==> config.mk <==
export PLATFORM = sky130hd
export DESIGN_NAME = thermal_trip_current_limiter
export DESIGN_NICKNAME = d
export VERILOG_FILES = /design/src/ttcl_pkg.sv /design/src/thermal_trip_current_limiter.sv
export SDC_FILE = /design/constraint.sdc
export NUM_CORES = 1
export LEC_CHECK = 0
export BUFFER_PORTS_ARGS = -buffer_cell sky130_fd_sc_hd__buf_4
export CAP_MARGIN = 0
export CORE_MARGIN = 10
export CORE_UTILIZATION = 43
export CTS_CLUSTER_SIZE = 25
export DETAILED_ROUTE_END_ITERATION = 8
export PLACE_DENSITY = 0.65
export SLEW_MARGIN = 10
export SYNTH_ARGS = -nofsm -noshare
export SYNTH_HDL_FRONTEND = slang
export SYNTH_SLANG_ARGS = --single-unit
==> constraint.sdc <==
create_clock -name i_clk -period 6.1 [get_ports i_clk]
set_input_delay 1.22 -clock i_clk [delete_from_list [all_inputs] [get_ports i_clk]]
set_output_delay 1.22 -clock i_clk [all_outputs]
set_load 0.03 [all_outputs]
==> src/ttcl_pkg.sv <==
package ttcl_pkg;

    // Trip table geometry.
    localparam int unsigned TRIP_SLOTS = 7;
    localparam int unsigned IDX_W      = 3;
    localparam int unsigned NUM_REGS   = TRIP_SLOTS + 1;
    localparam int unsigned ADDR_W     = $clog2(NUM_REGS) + 2;

    // Highest number of trips that the block honors; larger counts are clamped.
    localparam logic [IDX_W-1:0] MAX_TRIPS = 3'd7;

    // Register indexes on the configuration port.
    localparam logic [IDX_W-1:0] REG_TRIP_COUNT = 3'd0;
    localparam logic [IDX_W-1:0] REG_TRIP_WORD0 = 3'd1;

    // Level code meaning that no trip is in force.
    localparam logic signed [3:0] LEVEL_NONE = -4'sd1;

    function automatic logic [7:0] trip_trigger(input logic [31:0] word);
        return word[7:0];
    endfunction

    function automatic logic [7:0] trip_offset(input logic [31:0] word);
        return word[15:8];
    endfunction

    function automatic logic [15:0] trip_limit(input logic [31:0] word);
        return word[31:16];
    endfunction

endpackage

==> src/thermal_trip_current_limiter.sv <==
// Sequence: an accepted item runs an upward scan over up to trip_count trips, then a fetch
// of the higher trip or a downward walk, then a load of the output register, which waits
// on a stalled output; an unchanged level ends the item after the scan. Throughput: one item
// at a time, through a single shared subtract-and-compare unit, with o_stall high until done.
// Reset: synchronous, active low; clears the trip table and count, sets the active level
// to none and empties the output register.
module thermal_trip_current_limiter #(
    parameter logic [ttcl_pkg::IDX_W-1:0]   MAX_TRIPS = ttcl_pkg::MAX_TRIPS
) (
    input  logic                            i_clk,
    input  logic                            i_rst_n,
    input  logic                            i_valid,
    output logic                            o_stall,
    input  logic signed [8:0]               i_temperature,
    output logic                            o_valid,
    input  logic                            i_stall,
    output logic                            o_limit_active,
    output logic [15:0]                     o_limit_ma,
    output logic signed [3:0]               o_new_level,
    input  logic                            psel,
    input  logic                            penable,
    input  logic                            pwrite,
    input  logic [ttcl_pkg::ADDR_W-1:0]     paddr,
    input  logic [31:0]                     pwdata,
    output logic [31:0]                     prdata,
    output logic                            pready
);

    typedef enum logic [4:0] {
        ST_IDLE  = 5'b00001,
        ST_SCAN  = 5'b00010,
        ST_FETCH = 5'b00100,
        ST_WALK  = 5'b01000,
        ST_DONE  = 5'b10000
    } t_state;

    localparam int unsigned IW = ttcl_pkg::IDX_W;

    // Configuration registers.
    logic [IW-1:0]    r_trip_count;
    logic [31:0]      r_trip_word [ttcl_pkg::TRIP_SLOTS];

    // Sequencer state.
    t_state           r_state, n_state;
    logic [IW-1:0]    r_idx, n_idx;
    logic signed [3:0] r_active_level, n_active_level;
    logic signed [8:0] r_temp, n_temp;

    // Pending result.
    logic             r_res_active, n_res_active;
    logic [15:0]      r_res_ma, n_res_ma;
    logic signed [3:0] r_res_level, n_res_level;

    // Output register.
    logic             r_out_valid, n_out_valid;
    logic             r_out_active, n_out_active;
    logic [15:0]      r_out_ma, n_out_ma;
    logic signed [3:0] r_out_level, n_out_level;

    logic             cfg_write;
    logic [IW-1:0]    cfg_idx;
    logic [IW-1:0]    count_eff;
    logic [31:0]      cur_word;
    logic signed [9:0] temp_ext;
    logic signed [9:0] unit_ref;
    logic             unit_lt;
    logic             unit_gt;
    logic             scan_stop;
    logic signed [3:0] scan_level;

    assign cfg_write = psel && penable && pwrite && pready;
    assign cfg_idx   = paddr[ttcl_pkg::ADDR_W-1:2];
    assign pready    = 1'b1;

    always_comb begin
        if (cfg_idx == ttcl_pkg::REG_TRIP_COUNT) begin
            prdata = {{(32-IW){1'b0}}, r_trip_count};
        end else begin
            prdata = r_trip_word[cfg_idx - ttcl_pkg::REG_TRIP_WORD0];
        end
    end

    assign count_eff = (r_trip_count > MAX_TRIPS) ? MAX_TRIPS : r_trip_count;

    // Shared unit: the scan compares against the trigger, the walk against
    // trigger minus offset, both at ten bits signed.
    assign cur_word = r_trip_word[r_idx];
    assign temp_ext = {r_temp[8], r_temp};
    assign unit_ref = $signed({2'b00, ttcl_pkg::trip_trigger(cur_word)})
                    - $signed((r_state == ST_WALK) ? {2'b00, ttcl_pkg::trip_offset(cur_word)}
                                                   : 10'd0);
    assign unit_lt  = temp_ext < unit_ref;
    assign unit_gt  = temp_ext > unit_ref;

    assign scan_stop  = unit_lt || (r_idx == count_eff - 3'd1);
    assign scan_level = unit_lt ? ($signed({1'b0, r_idx}) - 4'sd1) : $signed({1'b0, r_idx});

    always_comb begin
        n_state        = r_state;
        n_idx          = r_idx;
        n_active_level = r_active_level;
        n_temp         = r_temp;
        n_res_active   = r_res_active;
        n_res_ma       = r_res_ma;
        n_res_level    = r_res_level;
        n_out_valid    = r_out_valid && i_stall;
        n_out_active   = r_out_active;
        n_out_ma       = r_out_ma;
        n_out_level    = r_out_level;

        unique case (r_state)
            ST_IDLE: begin
                if (i_valid) begin
                    n_temp = i_temperature;
                    n_idx  = '0;
                    // A disabled block drops the item and keeps its level.
                    if (count_eff != '0) begin
                        n_state = ST_SCAN;
                    end
                end
            end
            ST_SCAN: begin
                if (scan_stop) begin
                    if (scan_level == r_active_level) begin
                        n_state = ST_IDLE;
                    end else if (scan_level > r_active_level) begin
                        n_idx   = scan_level[IW-1:0];
                        n_state = ST_FETCH;
                    end else begin
                        n_idx   = r_active_level[IW-1:0];
                        n_state = ST_WALK;
                    end
                end else begin
                    n_idx = r_idx + 3'd1;
                end
            end
            ST_FETCH: begin
                n_res_active = 1'b1;
                n_res_ma     = ttcl_pkg::trip_limit(cur_word);
                n_res_level  = $signed({1'b0, r_idx});
                n_state      = ST_DONE;
            end
            ST_WALK: begin
                if (unit_gt) begin
                    n_res_active = 1'b1;
                    n_res_ma     = ttcl_pkg::trip_limit(cur_word);
                    n_res_level  = $signed({1'b0, r_idx});
                    n_state      = ST_DONE;
                end else if (r_idx == '0) begin
                    n_res_active = 1'b0;
                    n_res_ma     = '0;
                    n_res_level  = ttcl_pkg::LEVEL_NONE;
                    n_state      = ST_DONE;
                end else begin
                    n_idx = r_idx - 3'd1;
                end
            end
            ST_DONE: begin
                if (!r_out_valid || !i_stall) begin
                    n_out_valid    = 1'b1;
                    n_out_active   = r_res_active;
                    n_out_ma       = r_res_ma;
                    n_out_level    = r_res_level;
                    n_active_level = r_res_level;
                    n_state        = ST_IDLE;
                end
            end
            default: begin
                n_state = ST_IDLE;
            end
        endcase
    end

    always_ff @(posedge i_clk) begin
        if (!i_rst_n) begin
            r_state        <= ST_IDLE;
            r_active_level <= ttcl_pkg::LEVEL_NONE;
            r_out_valid    <= 1'b0;
            r_trip_count   <= '0;
            for (int k = 0; k < ttcl_pkg::TRIP_SLOTS; k++) begin
                r_trip_word[k] <= '0;
            end
        end else begin
            r_state        <= n_state;
            r_active_level <= n_active_level;
            r_out_valid    <= n_out_valid;
            if (cfg_write) begin
                if (cfg_idx == ttcl_pkg::REG_TRIP_COUNT) begin
                    r_trip_count <= pwdata[IW-1:0];
                end else begin
                    r_trip_word[cfg_idx - ttcl_pkg::REG_TRIP_WORD0] <= pwdata;
                end
            end
        end
    end

    always_ff @(posedge i_clk) begin
        r_idx        <= n_idx;
        r_temp       <= n_temp;
        r_res_active <= n_res_active;
        r_res_ma     <= n_res_ma;
        r_res_level  <= n_res_level;
        r_out_active <= n_out_active;
        r_out_ma     <= n_out_ma;
        r_out_level  <= n_out_level;
    end

    assign o_stall        = (r_state != ST_IDLE);
    assign o_valid        = r_out_valid;
    assign o_limit_active = r_out_active;
    assign o_limit_ma     = r_out_ma;
    assign o_new_level    = r_out_level;

    // The stored level never leaves the range of trips that can exist.
    a_level_range: assert property (@(posedge i_clk) disable iff (!i_rst_n)
        (r_active_level >= ttcl_pkg::LEVEL_NONE) && (r_active_level <= 4'sd6))
        else $error("active level out of range");

    // The downward walk only runs at or below an active trip.
    a_walk_bound: assert property (@(posedge i_clk) disable iff (!i_rst_n)
        (r_state == ST_WALK) |-> ((r_active_level >= 4'sd0)
                                  && ($signed({1'b0, r_idx}) <= r_active_level)))
        else $error("walk index above active level");

    // A shown result agrees with itself: none level means no limit.
    a_result_consistent: assert property (@(posedge i_clk) disable iff (!i_rst_n)
        o_valid |-> ((o_limit_active == (o_new_level != ttcl_pkg::LEVEL_NONE))
                     && (o_limit_active || (o_limit_ma == 16'd0))))
        else $error("inconsistent result fields");

    // An item taken while the block is disabled leaves it idle.
    a_disabled_idle: assert property (@(posedge i_clk) disable iff (!i_rst_n)
        (i_valid && !o_stall && (r_trip_count == '0)) |=> (r_state == ST_IDLE))
        else $error("disabled block started work");

    // A newly loaded result carries the level the block now holds.
    a_level_follows: assert property (@(posedge i_clk) disable iff (!i_rst_n)
        (r_state == ST_DONE && n_state == ST_IDLE) |=> (o_new_level == r_active_level))
        else $error("result level differs from stored level");

endmodule
==> impl_metrics.py <==
metrics = {
    "status": {
        "outcome": "completed",
    },
    "global_route": {
        "grt_start_max_net_pins": 56,
        "overall_global_routing_resource_usage_pct": 18.63,
        "gr-total-overflow": 0,
        "grt_antenna_before_repair": 0,
        "grt_pass1_wl_mm": 63.98,
        "grt_pass1_vias": 10720,
    },
    "synth": {
        "post-synth-top-area-fraction_pct": 52.19,
        "synth_async_sr_flop_share_pct": 0,
        "post_synth.cell_area_avg_um2": 13.41,
        "yosys_warnings": 0,
        "post_synth_instance_area_um2": 15990,
        "synth-seq-area-share_pct": 58.20,
        "synth.largest_area_cell": "sky130_fd_sc_hd__edfxtp_1",
        "ys_top_cells_by_area": "sky130_fd_sc_hd__edfxtp_1 (52%), sky130_fd_sc_hd__mux4_2 (18%), sky130_fd_sc_hd__dfxtp_1 (6.0%)",
        "post_synth_inst_count": 1193,
        "synth_commonest_cells": "sky130_fd_sc_hd__edfxtp_1 (278), sky130_fd_sc_hd__nor2_1 (223), sky130_fd_sc_hd__mux4_2 (128), sky130_fd_sc_hd__nand2_1 (128), sky130_fd_sc_hd__a21oi_1 (74)",
        "synth_seq_cells": 326,
        "synthMostInstantiatedCell": "sky130_fd_sc_hd__edfxtp_1",
        "synthesized_netlist_net_count": 1275,
        "count_of_flip_flops_with_a_built_in_enable_after_synthesis": 278,
        "number_of_different_library_cells_in_the_post_synthesis_netlist": 55,
        "synthFlopType": "sky130_fd_sc_hd__edfxtp_1",
    },
    "power": {
        "power.density_nw_per_um2": 295.7,
        "cellLeakagePower_nw": 6.636,
        "ir_drop_uv": 156.5,
    },
    "timing": {
        "period_share_pct": 95.37,
        "setup_viol": 0,
        "final.hold.worst_slack_ns": 0.4127,
        "period_needed_ns": 5.818,
        "max_clock_freq_mhz": 171.9,
        "worst_pin_slew_ns": 1.005,
        "clock_skew_ns": 0.02096,
        "finalMaxSlewViolations": 0,
        "timing_hold_violations_final": 0,
        "slew_headroom_pct": 32.98,
    },
    "placed_design": {
        "placement.io_buffers": 105,
        "routabilityCongestion": 0.8104,
        "placed_cells_incl_taps": 1730,
        "detailed_place_hpwl_mm": 26.40,
    },
    "clock_network": {
        "ctsHtreeMaxLevel": 2,
        "clock_tree.buffer_depth": 3,
        "clock_latency_ns": 0.54,
        "cts_tree": "built",
        "root_buffer_selected_by_cts": "sky130_fd_sc_hd__clkbuf_16",
        "cts.clk_slew.worst_paths_ns": 0.06,
        "tritoncts.num_buffers": 35,
        "clock_sink_count": 326,
    },
    "final_layout": {
        "layoutNonFillerInstCount": 1798,
        "antenna_diode_count": 0,
        "post_route_core_utilization_pct": 50.90,
        "fill_cells": 3051,
        "layout-drive-gt1-share_pct": 27.22,
        "flow.area_growth_from_synthesis_pct": 16.78,
        "design.final.nets": 1386,
    },
    "critical_path": {
        "end_kind": "flip-flop",
        "critPathLaunchType": "flip-flop",
        "cp_data_required_time_ns": 6.51,
        "path_class": "flip-flop to flip-flop",
        "timing.critical_path.slowest_cell_delay_ns": 0.52,
        "setup.reg_to_reg.worst_slack_ns": 0.28,
        "arrival_ns": 6.22,
        "worst_path_max_delay_cell": "sky130_fd_sc_hd__mux4_2",
        "worstPathMaxFanout": 12,
    },
    "routing": {
        "route.final.wire_length_mm": 42.64,
        "ant_nets": 0,
        "drt-initial-drc-count": 1091,
        "num_vias": 10550,
        "post_drt_wl_per_cell_um": 23.72,
        "drt_drc_violations_left": 0,
        "first_pass_iters": 5,
        "via_density": 5.865,
    },
    "floorplanning": {
        "die_width_um": 212.9,
        "starting_density_pct": 43.58,
        "die_height_um": 212.9,
        "dieArea_um2": 45310,
        "placement_rows": 70,
        "area_of_the_core_um2": 36700,
        "io-pin-count": 109,
    },
    "hold_path": {
        "min-delay-path-class": "flip-flop to flip-flop",
    },
    "job": {
        "cap_violations": 0,
    },
}
[layout by cell type (no fill, tap or decap), drive strengths merged, types with 3 or more instances in the layout]
| cell type | netlist | layout |
|---|---|---|
| a31oi | 3 | 3 |
| o21bai | 3 | 3 |
| nand2b | 4 | 4 |
| nor2b | 4 | 4 |
| inv | 57 | 59 |
| edfxtp | 278 | 278 |
| nor3 | 8 | 8 |
| bufinv | 0 | 3 |
| nand2 | 128 | 128 |
| o21a | 4 | 4 |
| nand3 | 9 | 9 |
| xnor2 | 8 | 8 |
| nand4 | 6 | 6 |
| xor2 | 5 | 5 |
| a21o | 4 | 4 |
| a21oi | 74 | 74 |
| clkinv | 1 | 14 |
| mux2 | 17 | 17 |
| buf | 25 | 150 |
| mux2i | 25 | 25 |
| mux4 | 128 | 128 |
| dfxtp | 48 | 48 |
| ha | 28 | 28 |
| a211oi | 4 | 4 |
| o31ai | 3 | 3 |
| o211ai | 4 | 4 |
| clkbuf | 52 | 46 |
| and2 | 4 | 4 |
| o21ai | 15 | 15 |
| nor2 | 223 | 223 |
[layer usage]
| metal | track usage [%] | vias to the layer above | share of wire [%] |
|---|---|---|---|
| met4 | 5.071 | 0 | 1.9 |
| met2 | 30.80 | 507 | 49 |
| met5 | 0 | - | 0 |
| li1 | - | 4659 | - |
| met3 | 3.783 | 61 | 9.0 |
| met1 | 24.50 | 5318 | 40 |
[worst paths after layout]
kind | startpoint | depth (start not counted) | end
max | flip-flop | 25 | flip-flop
min | r_res_ma[14]$_DFFE_PP_ | 0 | o_limit_ma[14]$_DFFE_PP_
max reg2reg | flip-flop | 25 | flip-flop
min reg2reg | r_res_ma[14]$_DFFE_PP_ | 0 | o_limit_ma[14]$_DFFE_PP_
[flip-flops by register name (all words and copies together) (netlist names), 4 cells and up, named ones only]
signal / cells
r_trip_word: 256
o_limit_ma: 16
r_res_ma: 16
r_temp: 9
r_state: 5
o_new_level: 4
r_active_level: 4
r_res_level: 4
[layout make-up]
class	count	area, um2	share of cell area (%)
Inverter	58	217.7	1.166
Clock buffer	45	944.7	5.058
Timing Repair Buffer	151	1196	6.404
Sequential cell	326	9318	49.89
Multi-Input combinational cell	732	6242	33.42
Clock inverter	18	173.9	0.9311
Tap cell	468	585.6	3.135
[report_power, final]
part,switching [mW],leakage [nW],internal [mW]
combinational,0.495,3.15,0.382
sequential,0.0508,2.94,2.50
clock,0.867,0.547,1.23
[timing repair]
action	4_1_cts	5_1_grt
hold buffers	0	0
resized for setup	0	12
buffers inserted	0	4
setup endpoints to repair	0	7
[kinds of logic after synthesis]
| group | after synthesis | synth area share [%] |
|---|---|---|
| AO/OA/AOI/OAI | 123 | 4.514 |
| multiplexers | 170 | 20.79 |
| AND/OR/NAND/NOR | 396 | 10.06 |
| flip-flops | 326 | 58.20 |
| adder cells (fa/ha/maj) | 29 | 2.316 |
| buffers and inverters | 135 | 3.387 |
| other | 1 | 0.02345 |
| XOR/XNOR | 13 | 0.7119 |
[stage by stage]
step	TNS, ns	setup slack (ns)	cell area, um2	total power [mW]
global route	-0.02738	-0.01576	18680	5.701
CTS	0	0.02923	18590	5.529
floorplan	0	0.05356	16000	3.156
global placement	0	0.1805	17470	3.437
finish	0	0.2823	18680	5.523
detailed placement	0	0.07544	17470	3.451
[critical path: cells and delay by family, from the launching register on]
family                     cells  cell delay [ns]
AOI/OAI and AO/OA             11             1.73
adders and majority gates      3             1.09
buffers and inverters          2             0.35
DFF                            1             0.40
muxes                          3             1.17
and+or+nand+nor                6             0.96
(Power assumes the default switching activity.)
